### config.mk
export PLATFORM = sky130hd
export DESIGN_NAME = sir_epidemic_rk4_step
export DESIGN_NICKNAME = d
export VERILOG_FILES = /design/src/hw/rtl/sir_rk4_pkg.sv /design/src/hw/rtl/sir_rk4_div.sv /design/src/hw/rtl/sir_epidemic_rk4_step.sv
export SDC_FILE = /design/constraint.sdc
export NUM_CORES = 2
export LEC_CHECK = 0
export BUFFER_PORTS_ARGS = -buffer_cell sky130_fd_sc_hd__buf_2
export CORE_ASPECT_RATIO = 1.1
export CORE_UTILIZATION = 35
export CTS_BUF_LIST = sky130_fd_sc_hd__clkbuf_8
export DETAILED_ROUTE_END_ITERATION = 6
export SKIP_LAST_GASP = 1
export SLEW_MARGIN = 10
export SYNTH_ARGS = -nofsm -noshare
export SYNTH_HDL_FRONTEND = slang
export SYNTH_SLANG_ARGS = --single-unit
### constraint.sdc
create_clock -name clk -period 10.4 [get_ports clk]
set_input_delay 0.52 -clock clk [delete_from_list [all_inputs] [get_ports clk]]
set_output_delay 0.52 -clock clk [all_outputs]
set_load 0.05 [all_outputs]
### src/hw/rtl/sir_rk4_pkg.sv
// Shared types and constants for the SIR fourth-order Runge-Kutta stepper
// Used by the divider, the top level and the testbench; no dependencies
`timescale 1ns / 1ps

package sir_rk4_pkg;

  // value format and divider sizes
  localparam int unsigned VAL_W  = 40;
  localparam int unsigned DIV_W  = 24;
  localparam int unsigned DQ_W   = 64;
  localparam int unsigned CNT_W  = 6;

  localparam logic [VAL_W-1:0] MAX_VAL = '1;

  // configuration register indexes
  localparam logic [1:0] REG_INFECTION = 2'd0;
  localparam logic [1:0] REG_RECOVERY  = 2'd1;
  localparam logic [1:0] REG_POP       = 2'd2;
  localparam logic [1:0] REG_STEP      = 2'd3;

  // iteration count of the shared divider
  localparam logic [CNT_W-1:0] DIV_CNT_POP = 6'd40;

  // division by six, 11 bits per step: floor(y/6) = (y * RECIP_SIX) >> 17
  // holds for every y below 2^15
  localparam logic [14:0] RECIP_SIX = 15'd21846;

  typedef struct packed {
    logic             start;
    logic [CNT_W-1:0] count;
  } div_req_t;

endpackage

### src/hw/rtl/sir_rk4_div.sv
// Bit-serial restoring divider, one quotient bit per cycle
// Depends on sir_rk4_pkg
`timescale 1ns / 1ps

module sir_rk4_div (
  input  logic                         clk,
  input  logic                         rst,
  input  sir_rk4_pkg::div_req_t        req,
  input  logic [sir_rk4_pkg::DIV_W-1:0] rem_init,
  input  logic [sir_rk4_pkg::DQ_W-1:0]  dq_init,
  input  logic [sir_rk4_pkg::DIV_W-1:0] divisor,
  output logic                         done,
  output logic [sir_rk4_pkg::DQ_W-1:0]  dq
);
  import sir_rk4_pkg::*;

  logic             busy;
  logic [CNT_W-1:0] cnt;
  logic [DIV_W-1:0] rem;
  logic [DIV_W-1:0] dvs;
  logic [DIV_W:0]   partial;
  logic [DIV_W:0]   diff;
  logic             ge;
  logic [DIV_W-1:0] rem_next;

  // one trial subtraction
  always_comb begin
    partial  = {rem, dq[DQ_W-1]};
    diff     = partial - {1'b0, dvs};
    ge       = partial >= {1'b0, dvs};
    rem_next = ge ? diff[DIV_W-1:0] : partial[DIV_W-1:0];
  end

  // control
  always_ff @(posedge clk) begin
    if (rst) begin
      busy <= 1'b0;
      done <= 1'b0;
      cnt  <= '0;
    end else begin
      done <= busy && (cnt == CNT_W'(1));
      if (req.start) begin
        busy <= 1'b1;
        cnt  <= req.count;
      end else if (busy) begin
        cnt <= cnt - CNT_W'(1);
        if (cnt == CNT_W'(1)) begin
          busy <= 1'b0;
        end
      end
    end
  end

  // remainder and dividend/quotient shift register
  always_ff @(posedge clk) begin
    if (req.start) begin
      rem <= rem_init;
      dq  <= dq_init;
      dvs <= divisor;
    end else if (busy) begin
      rem <= rem_next;
      dq  <= {dq[DQ_W-2:0], ge};
    end
  end

endmodule

### src/hw/rtl/sir_epidemic_rk4_step.sv
// Top level of the SIR epidemic integrator, one RK4 step per input word
// Depends on sir_rk4_pkg and sir_rk4_div
`timescale 1ns / 1ps

// Each accepted input word advances S, I and R (unsigned Q24.16) by one
// classical fourth-order Runge-Kutta step and produces one output word with
// the new triple; restart reloads S=N-1, I=1, R=0 first. Results below zero
// or above the 40-bit range saturate. Each word runs four slope evaluations,
// each with the division by N in the bit-serial divider (one quotient bit
// per cycle, 40 bits; a saturating quotient skips it), then three divisions
// by six for the weighted average, 11 bits per cycle by reciprocal
// multiplication, and last the load of the output register. A single 40x20
// multiplier serves every product of the slope evaluations. The input stalls
// from acceptance until the result is placed in the output register; a result
// waiting there does not block the next word, but the word after that waits
// for it.
module sir_epidemic_rk4_step (
  input  logic        clk,
  input  logic        rst,
  input  logic        cfg_we,
  input  logic [1:0]  cfg_index,
  input  logic [23:0] cfg_data,
  input  logic        in_valid,
  output logic        in_stall,
  input  logic        restart,
  output logic        out_valid,
  input  logic        out_stall,
  output logic [39:0] susceptible,
  output logic [39:0] infected,
  output logic [39:0] recovered
);
  import sir_rk4_pkg::*;

  typedef enum logic [3:0] {
    ST_IDLE, ST_POINT, ST_SI_LO, ST_SI_HI, ST_SI_SUM, ST_DIVN, ST_DIVN_WAIT,
    ST_BETA, ST_GAMMA, ST_H_INF, ST_H_REC, ST_SLOPE, ST_FIN_START,
    ST_FIN_WAIT, ST_FIN_APPLY, ST_OUT
  } state_t;

  localparam logic [1:0] FIN_S = 2'd0;
  localparam logic [1:0] FIN_I = 2'd1;
  localparam logic [1:0] FIN_R = 2'd2;

  state_t state;

  logic [19:0] infection_rate;
  logic [19:0] recovery_rate;
  logic [23:0] population;
  logic [15:0] step_size;

  logic [VAL_W-1:0] s_level, i_level, r_level;
  logic [1:0]       stage;
  logic [1:0]       fin_idx;
  logic             fin_neg;

  logic [VAL_W-1:0] ps, pi, u_val, inf_val, rec_val, kinf, krec;
  logic [79:0]      pacc;
  logic [42:0]      acc_inf, acc_rec;
  logic [59:0]      prod;
  logic [39:0]      mul_a;
  logic [19:0]      mul_b;

  logic [DIV_W-1:0] n_div;
  logic             n_sat;
  div_req_t         div_req;
  logic [DIV_W-1:0] div_rem_init, div_divisor;
  logic [DQ_W-1:0]  div_dq_init, div_q;
  logic             div_done;

  logic signed [42:0] ks_k, ki_k, ks_adj, ki_adj;
  logic signed [43:0] ps_sum, pi_sum;
  logic [VAL_W-1:0]   ps_next, pi_next;
  logic signed [44:0] fin_v, fin_mag_s, fin_delta;
  logic [43:0]        fin_mag;
  logic [VAL_W-1:0]   fin_old, fin_new;
  logic signed [45:0] fin_sum;
  logic [42:0]        kinf_w, krec_w;
  logic [VAL_W-1:0]   krec_new;

  logic [43:0]        fin_x;
  logic [2:0]         fin_rem;
  logic [1:0]         fin_cnt;
  logic [13:0]        d6_y;
  logic [28:0]        d6_prod;
  logic [10:0]        d6_q;
  logic [13:0]        d6_r;

  function automatic logic [VAL_W-1:0] clamp44(input logic signed [43:0] v);
    if (v[43]) begin
      return '0;
    end else if (|v[42:40]) begin
      return MAX_VAL;
    end
    return v[39:0];
  endfunction

  function automatic logic [VAL_W-1:0] clamp46(input logic signed [45:0] v);
    if (v[45]) begin
      return '0;
    end else if (|v[44:40]) begin
      return MAX_VAL;
    end
    return v[39:0];
  endfunction

  function automatic logic [VAL_W-1:0] scale_sat(input logic [59:0] p);
    return (|p[59:56]) ? MAX_VAL : p[55:16];
  endfunction

  assign in_stall = (state != ST_IDLE);
  assign n_div    = (population == '0) ? DIV_W'(1) : population;
  assign n_sat    = pacc[79:56] >= n_div;
  assign krec_new = prod[55:16];

  // stage point from the previous slope
  always_comb begin
    ks_k = -$signed({3'b0, kinf});
    ki_k = $signed({3'b0, kinf}) - $signed({3'b0, krec});
    case (stage)
      2'd0: begin
        ks_adj = '0;
        ki_adj = '0;
      end
      2'd3: begin
        ks_adj = ks_k;
        ki_adj = ki_k;
      end
      default: begin
        ks_adj = ks_k >>> 1;
        ki_adj = ki_k >>> 1;
      end
    endcase
    ps_sum  = $signed({4'b0, s_level}) + {ks_adj[42], ks_adj};
    pi_sum  = $signed({4'b0, i_level}) + {ki_adj[42], ki_adj};
    ps_next = clamp44(ps_sum);
    pi_next = clamp44(pi_sum);
  end

  // weighted slope sums folded into one compartment value
  always_comb begin
    case (fin_idx)
      FIN_S: begin
        fin_v   = -$signed({2'b0, acc_inf});
        fin_old = s_level;
      end
      FIN_I: begin
        fin_v   = $signed({2'b0, acc_inf}) - $signed({2'b0, acc_rec});
        fin_old = i_level;
      end
      default: begin
        fin_v   = $signed({2'b0, acc_rec});
        fin_old = r_level;
      end
    endcase
    fin_mag_s = fin_v[44] ? (-fin_v + 45'sd5) : fin_v;
    fin_mag   = fin_mag_s[43:0];
    fin_delta = fin_neg ? -$signed({1'b0, fin_x}) : $signed({1'b0, fin_x});
    fin_sum   = $signed({6'b0, fin_old}) + {fin_delta[44], fin_delta};
    fin_new   = clamp46(fin_sum);
  end

  // one 11-bit step of the division by six
  always_comb begin
    d6_y    = {fin_rem, fin_x[43:33]};
    d6_prod = 29'(d6_y) * 29'(RECIP_SIX);
    d6_q    = d6_prod[27:17];
    d6_r    = d6_y - 14'(d6_q) * 14'd6;
  end

  // slope weights: 1, 2, 2, 1
  always_comb begin
    if (stage == 2'd1 || stage == 2'd2) begin
      kinf_w = {2'b0, kinf, 1'b0};
      krec_w = {2'b0, krec_new, 1'b0};
    end else begin
      kinf_w = {3'b0, kinf};
      krec_w = {3'b0, krec_new};
    end
  end

  // shared multiplier operand selection
  always_comb begin
    case (state)
      ST_SI_LO: begin
        mul_a = ps;
        mul_b = pi[19:0];
      end
      ST_SI_HI: begin
        mul_a = ps;
        mul_b = pi[39:20];
      end
      ST_BETA: begin
        mul_a = u_val;
        mul_b = infection_rate;
      end
      ST_GAMMA: begin
        mul_a = pi;
        mul_b = recovery_rate;
      end
      ST_H_INF: begin
        mul_a = inf_val;
        mul_b = {4'b0, step_size};
      end
      ST_H_REC: begin
        mul_a = rec_val;
        mul_b = {4'b0, step_size};
      end
      default: begin
        mul_a = '0;
        mul_b = '0;
      end
    endcase
  end

  // divider requests
  always_comb begin
    div_req.start = (state == ST_DIVN) && !n_sat;
    div_req.count = DIV_CNT_POP;
    div_rem_init  = pacc[79:56];
    div_dq_init   = {pacc[55:16], 24'b0};
    div_divisor   = n_div;
  end

  sir_rk4_div u_div (
    .clk      (clk),
    .rst      (rst),
    .req      (div_req),
    .rem_init (div_rem_init),
    .dq_init  (div_dq_init),
    .divisor  (div_divisor),
    .done     (div_done),
    .dq       (div_q)
  );

  // datapath registers
  always_ff @(posedge clk) begin
    prod <= mul_a * mul_b;
    case (state)
      ST_POINT: begin
        ps <= ps_next;
        pi <= pi_next;
      end
      ST_SI_HI:  pacc <= {20'b0, prod};
      ST_SI_SUM: pacc <= pacc + {prod, 20'b0};
      ST_DIVN: begin
        if (n_sat) begin
          u_val <= MAX_VAL;
        end
      end
      ST_DIVN_WAIT: begin
        if (div_done) begin
          u_val <= div_q[39:0];
        end
      end
      ST_GAMMA: inf_val <= scale_sat(prod);
      ST_H_INF: rec_val <= scale_sat(prod);
      ST_H_REC: kinf <= prod[55:16];
      ST_SLOPE: krec <= krec_new;
      ST_FIN_START: begin
        fin_neg <= fin_v[44];
        fin_x   <= fin_mag;
        fin_rem <= '0;
        fin_cnt <= '0;
      end
      ST_FIN_WAIT: begin
        fin_x   <= {fin_x[32:0], d6_q};
        fin_rem <= d6_r[2:0];
        fin_cnt <= fin_cnt + 2'd1;
      end
      default: ;
    endcase
  end

  // sequencer, configuration, levels and output register
  always_ff @(posedge clk) begin
    if (rst) begin
      state          <= ST_IDLE;
      out_valid      <= 1'b0;
      stage          <= '0;
      fin_idx        <= FIN_S;
      acc_inf        <= '0;
      acc_rec        <= '0;
      infection_rate <= 20'd65536;
      recovery_rate  <= 20'd6554;
      population     <= 24'd1000;
      step_size      <= 16'd6554;
      s_level        <= VAL_W'(999) << 16;
      i_level        <= VAL_W'(1) << 16;
      r_level        <= '0;
    end else begin
      if (cfg_we) begin
        case (cfg_index)
          REG_INFECTION: infection_rate <= cfg_data[19:0];
          REG_RECOVERY:  recovery_rate  <= cfg_data[19:0];
          REG_POP:       population     <= cfg_data;
          REG_STEP:      step_size      <= cfg_data[15:0];
          default: ;
        endcase
      end
      // output word handshake
      if (state == ST_OUT && (!out_valid || !out_stall)) begin
        out_valid <= 1'b1;
      end else if (out_valid && !out_stall) begin
        out_valid <= 1'b0;
      end
      case (state)
        ST_IDLE: begin
          if (in_valid) begin
            if (restart) begin
              s_level <= (population == '0) ? '0 : {population - 24'd1, 16'b0};
              i_level <= VAL_W'(1) << 16;
              r_level <= '0;
            end
            stage   <= '0;
            acc_inf <= '0;
            acc_rec <= '0;
            state   <= ST_POINT;
          end
        end
        ST_POINT:  state <= ST_SI_LO;
        ST_SI_LO:  state <= ST_SI_HI;
        ST_SI_HI:  state <= ST_SI_SUM;
        ST_SI_SUM: state <= ST_DIVN;
        ST_DIVN:   state <= n_sat ? ST_BETA : ST_DIVN_WAIT;
        ST_DIVN_WAIT: begin
          if (div_done) begin
            state <= ST_BETA;
          end
        end
        ST_BETA:  state <= ST_GAMMA;
        ST_GAMMA: state <= ST_H_INF;
        ST_H_INF: state <= ST_H_REC;
        ST_H_REC: state <= ST_SLOPE;
        ST_SLOPE: begin
          acc_inf <= acc_inf + kinf_w;
          acc_rec <= acc_rec + krec_w;
          stage   <= stage + 2'd1;
          if (stage == 2'd3) begin
            fin_idx <= FIN_S;
            state   <= ST_FIN_START;
          end else begin
            state <= ST_POINT;
          end
        end
        ST_FIN_START: state <= ST_FIN_WAIT;
        ST_FIN_WAIT: begin
          if (fin_cnt == 2'd3) begin
            state <= ST_FIN_APPLY;
          end
        end
        ST_FIN_APPLY: begin
          case (fin_idx)
            FIN_S:   s_level <= fin_new;
            FIN_I:   i_level <= fin_new;
            default: r_level <= fin_new;
          endcase
          if (fin_idx == FIN_R) begin
            state <= ST_OUT;
          end else begin
            fin_idx <= fin_idx + 2'd1;
            state   <= ST_FIN_START;
          end
        end
        ST_OUT: begin
          if (!out_valid || !out_stall) begin
            susceptible <= s_level;
            infected    <= i_level;
            recovered   <= r_level;
            state       <= ST_IDLE;
          end
        end
        default: state <= ST_IDLE;
      endcase
    end
  end

endmodule

==> run_results.csv <==
group,metric,value,unit
status,status,"finished clean",
clock_tree,cts_sinks,989,
global_routing,grt_max_degree,77,
synth,synth.largest_area_cell,"edfxtp_1",
timing,grt_setup_unrepaired,"no",
clock_tree,insertion_delay,0.97,ns
worst_setup_path,path_buf_inv,10,
cells_and_area,area_delta_synth_final,10.2,%
timing,fmax,100,MHz
timing,period_needed,9.99,ns
global_routing,grt_pass1_wl,506000,um
run,cap_violations,0,
detailed_routing,wl_per_cell,25.6,um
worst_setup_path,cpPeakStageDelay,0.59,ns
floorplan,die_x,485,um
clock_tree,path_clk_slew,0.07,ns
synth,yosysSeqAreaShare,28.8,%
synth,synth-edff-count,602,
cells_and_area,drive_above_1_share,8.48,%
clock_tree,cts-root-buf,"clkbuf_8",
global_routing,grt_pass1_vias,76200,
global_routing,grt_use_met3,3.68,%
synth,synthTopCellsByArea,"edfxtp_1 20%, fa_1 17%, ha_1 9.3%",
worst_setup_path,critical_path.top_delay_family,"adder cells",
clock_tree,cts_buffer_depth,3,
synth,yosysTopAreaCellShare,20.2,%
placement,placed_cell_area,94900,um^2
pwr,seq_power_share,45.5,%
worst_setup_path,start_kind,"register",
global_routing,grt_usage,26.4,%
cells_and_area,fill_cells,25700,
floorplan,dieArea,258000,um^2
pwr,p_per_area,98.2,nW/um^2
global_routing,grt.met1_usage,33.7,%
worst_setup_path,cpMostUsedCell,"fa_1",
pwr,finalPower,9.71,mW
worst_setup_path,required,11.22,ns
clock_tree,cts_tree,"built",
clock_tree,htree_levels,4,
pwr,p_sw,3.01,mW
timing,slew_headroom,11.5,%
global_routing,antenna_found_initial,31,
synth,ys_ff_latch,989,
pwr,combPwrFrac,15.7,%
timing,whs,0.112,ns
floorplan,num_rows,194,
floorplan,core_area,254000,um^2
synth,ys_warn_count,0,
clock_tree,post-cts-setup-buffers,0,
timing,setup_viol,0,
cells_and_area,stdcell_area,98800,um^2
placement,gp_routability_congestion,0.987,
worst_setup_path,crit_arrival,10.81,ns
worst_hold_path,hp-class,"in -> reg",
global_routing,grt_use_met2,43.5,%
placement,dp_hpwl,274000,um
global_routing,grt_busiest_layer,"met2",
timing,worst_slew_pin_slew,1.32,ns
synth,synthCells,9993,
clock_tree,cts_buffers,171,
synth,synth_cell_types,95,
synth,synth-async-reset-ratio,0,%
worst_setup_path,cp-end-kind,"register",
cells_and_area,instances_no_fill,13600,
detailed_routing,firstDrtPassIters,7,
floorplan,floorplan.initialDensity,35.2,%
synth,syn_area,89700,um^2
detailed_routing,num_vias,76600,
timing,hold_violations,0,
pwr,ir_worst_vdd,0.102,mV
worst_setup_path,slowest_stage,"a21oi_2",
cells_and_area,nets,11500,
detailed_routing,drc_errors,0,
pwr,clockPowerShare,38.8,%
pwr,leakage,43.8,nW
detailed_routing,drt_wl_total,348000,um
worst_setup_path,critPathKind,"reg -> reg",
pwr,p_int,6.70,mW
timing,totalNegativeSetupSlack,0,ns
detailed_routing,drt_iter0_drc,7084,
floorplan,dieHeight,533,um
timing,period_share,96.1,%
worst_setup_path,cp_max_fo,56,
placement,port_buffers,153,
synth,syn_avg_cell_area,8.97,um^2
timing,fin_skew,0.0783,ns
global_routing,grt_overflow,0,
synth,syn_nets,11400,
timing,drv_slew,0,
floorplan,pin_count,154,
synth,synth-main-ff-cell,"edfxtp_1",
pwr,swShare,31.0,%
detailed_routing,antenna_left,0,
detailed_routing,via_per_inst,5.63,
placement,dp_cells,13200,
-- area by class of cell --
cell class | count | area, um^2 | share of cell area [%]
Inverter | 1068 | 4010 | 4.06
Antenna cell | 16 | 40.0 | 0.0405
Sequential cell | 989 | 25800 | 26.1
Clock inverter | 129 | 893 | 0.904
Clock buffer | 191 | 2630 | 2.66
Timing Repair Buffer | 428 | 3010 | 3.05
Multi-Input combinational cell | 7441 | 58200 | 58.9
Tap cell | 3332 | 4170 | 4.22
-- final timing paths --
kind,startpoint,cells after the start,slack (ns),end
worst max-delay path,state[0],35,0.41,prod[59]
worst min-delay path,cfg_index[0],4,0.11,infection_rate[8]
worst max register to register,state[0],35,0.41,prod[59]
worst min register to register,infection_rate[7],2,0.46,infection_rate[7]
-- power by group through the flow --
| stage | Clock (mW) | Combinational [mW] | Sequential [mW] |
|---|---|---|---|
| 2_1_floorplan | 0 | 0.864 | 4.41 |
| 3_3_place_gp | 0 | 1.46 | 4.50 |
| 3_5_place_dp | 0 | 1.47 | 4.50 |
| 4_1_cts | 3.84 | 1.49 | 4.41 |
| 5_1_grt | 3.99 | 1.62 | 4.42 |
| 6_report | 3.77 | 1.52 | 4.42 |
-- cells by family (layout without fill, tap and decap cells) --
kind of cell               Yosys count  in the layout  share of synthesized area, %
AOI/OAI and AO/OA                 2187           2187                          15.9
xor gates and xnor gates           535            535                          5.23
adders and majority gates         1410           1410                          25.9
buffers and inverters             1564           1816                          6.56
DFF                                989            989                          28.8
muxes                              132            132                          1.60
other                                0             16                             0
and+or+nand+nor                   3176           3177                          16.0
-- cell usage after synthesis, types with 179 or more instances --
cell         n
inv_1     1067
nand2_1   1377
o21ai_0    449
xor2_1     179
ha_1       665
a21o_1     282
fa_1       745
nor2_1     798
dfxtp_1    387
nand3_1    182
xnor2_1    356
a21oi_1    601
edfxtp_1   602
clkbuf_1   454
-- metrics by stage --
step	worst slack, ns	utilization (%)
detailed placement	0.384	37.3
global placement	0.447	37.3
global route	0.0873	38.8
finish	0.410	38.8
floorplan	0.230	-
CTS	0.352	38.8
-- metal layers --
layer  up-vias  share of wire, %
li1      34400                 -
met1     38200                41
met2      3251                47
met3       690               6.9
met4        14               5.6
met5         -             0.026
-- what timing repair did --
item	4_1_cts	5_1_grt
hold endpoints to repair	88	0
endpoints found under the setup margin	0	5
hold buffers	31	0
resized for setup	0	6
-- tightest hold or removal path, stage by stage --
cell and delay, ns:
buf_2 0.19, nor3b_4 0.15, nand2_1 0.10, a21oi_1 0.05
-- layout by cell type, fill, tap and decap left out, types with 49 or more instances in the layout --
| master | synthesis | routed |
|---|---|---|
| a211oi_1 | 69 | 69 |
| a21o_1 | 282 | 281 |
| a21oi_1 | 601 | 594 |
| a22o_1 | 121 | 121 |
| a22oi_1 | 135 | 135 |
| a31oi_1 | 55 | 54 |
| and2_1 | 54 | 53 |
| buf_2 | 4 | 152 |
| buf_4 | 0 | 236 |
| clkbuf_8 | 0 | 191 |
| dfxtp_1 | 387 | 386 |
| edfxtp_1 | 602 | 602 |
| fa_1 | 745 | 745 |
| ha_1 | 665 | 662 |
| inv_1 | 1067 | 1120 |
| mux2_2 | 89 | 89 |
| nand2_1 | 1377 | 1375 |
| nand2b_1 | 160 | 158 |
| nand3_1 | 182 | 182 |
| nand4_1 | 112 | 112 |
| nor2_1 | 798 | 785 |
| nor2b_1 | 58 | 57 |
| nor3_1 | 130 | 124 |
| o21a_1 | 62 | 62 |
| o21ai_0 | 449 | 447 |
| o21bai_1 | 67 | 67 |
| o31ai_1 | 49 | 49 |
| xnor2_1 | 356 | 355 |
| xor2_1 | 179 | 179 |
-- sequential cells by signal, indices dropped and copies added, names as in the netlist, 43 cells and up --
name      count
acc_inf      43
acc_rec      43
fin_x        44
pacc         64
prod         60
u_div.dq     64
Note: power is estimated with default switching activity, not from simulation.
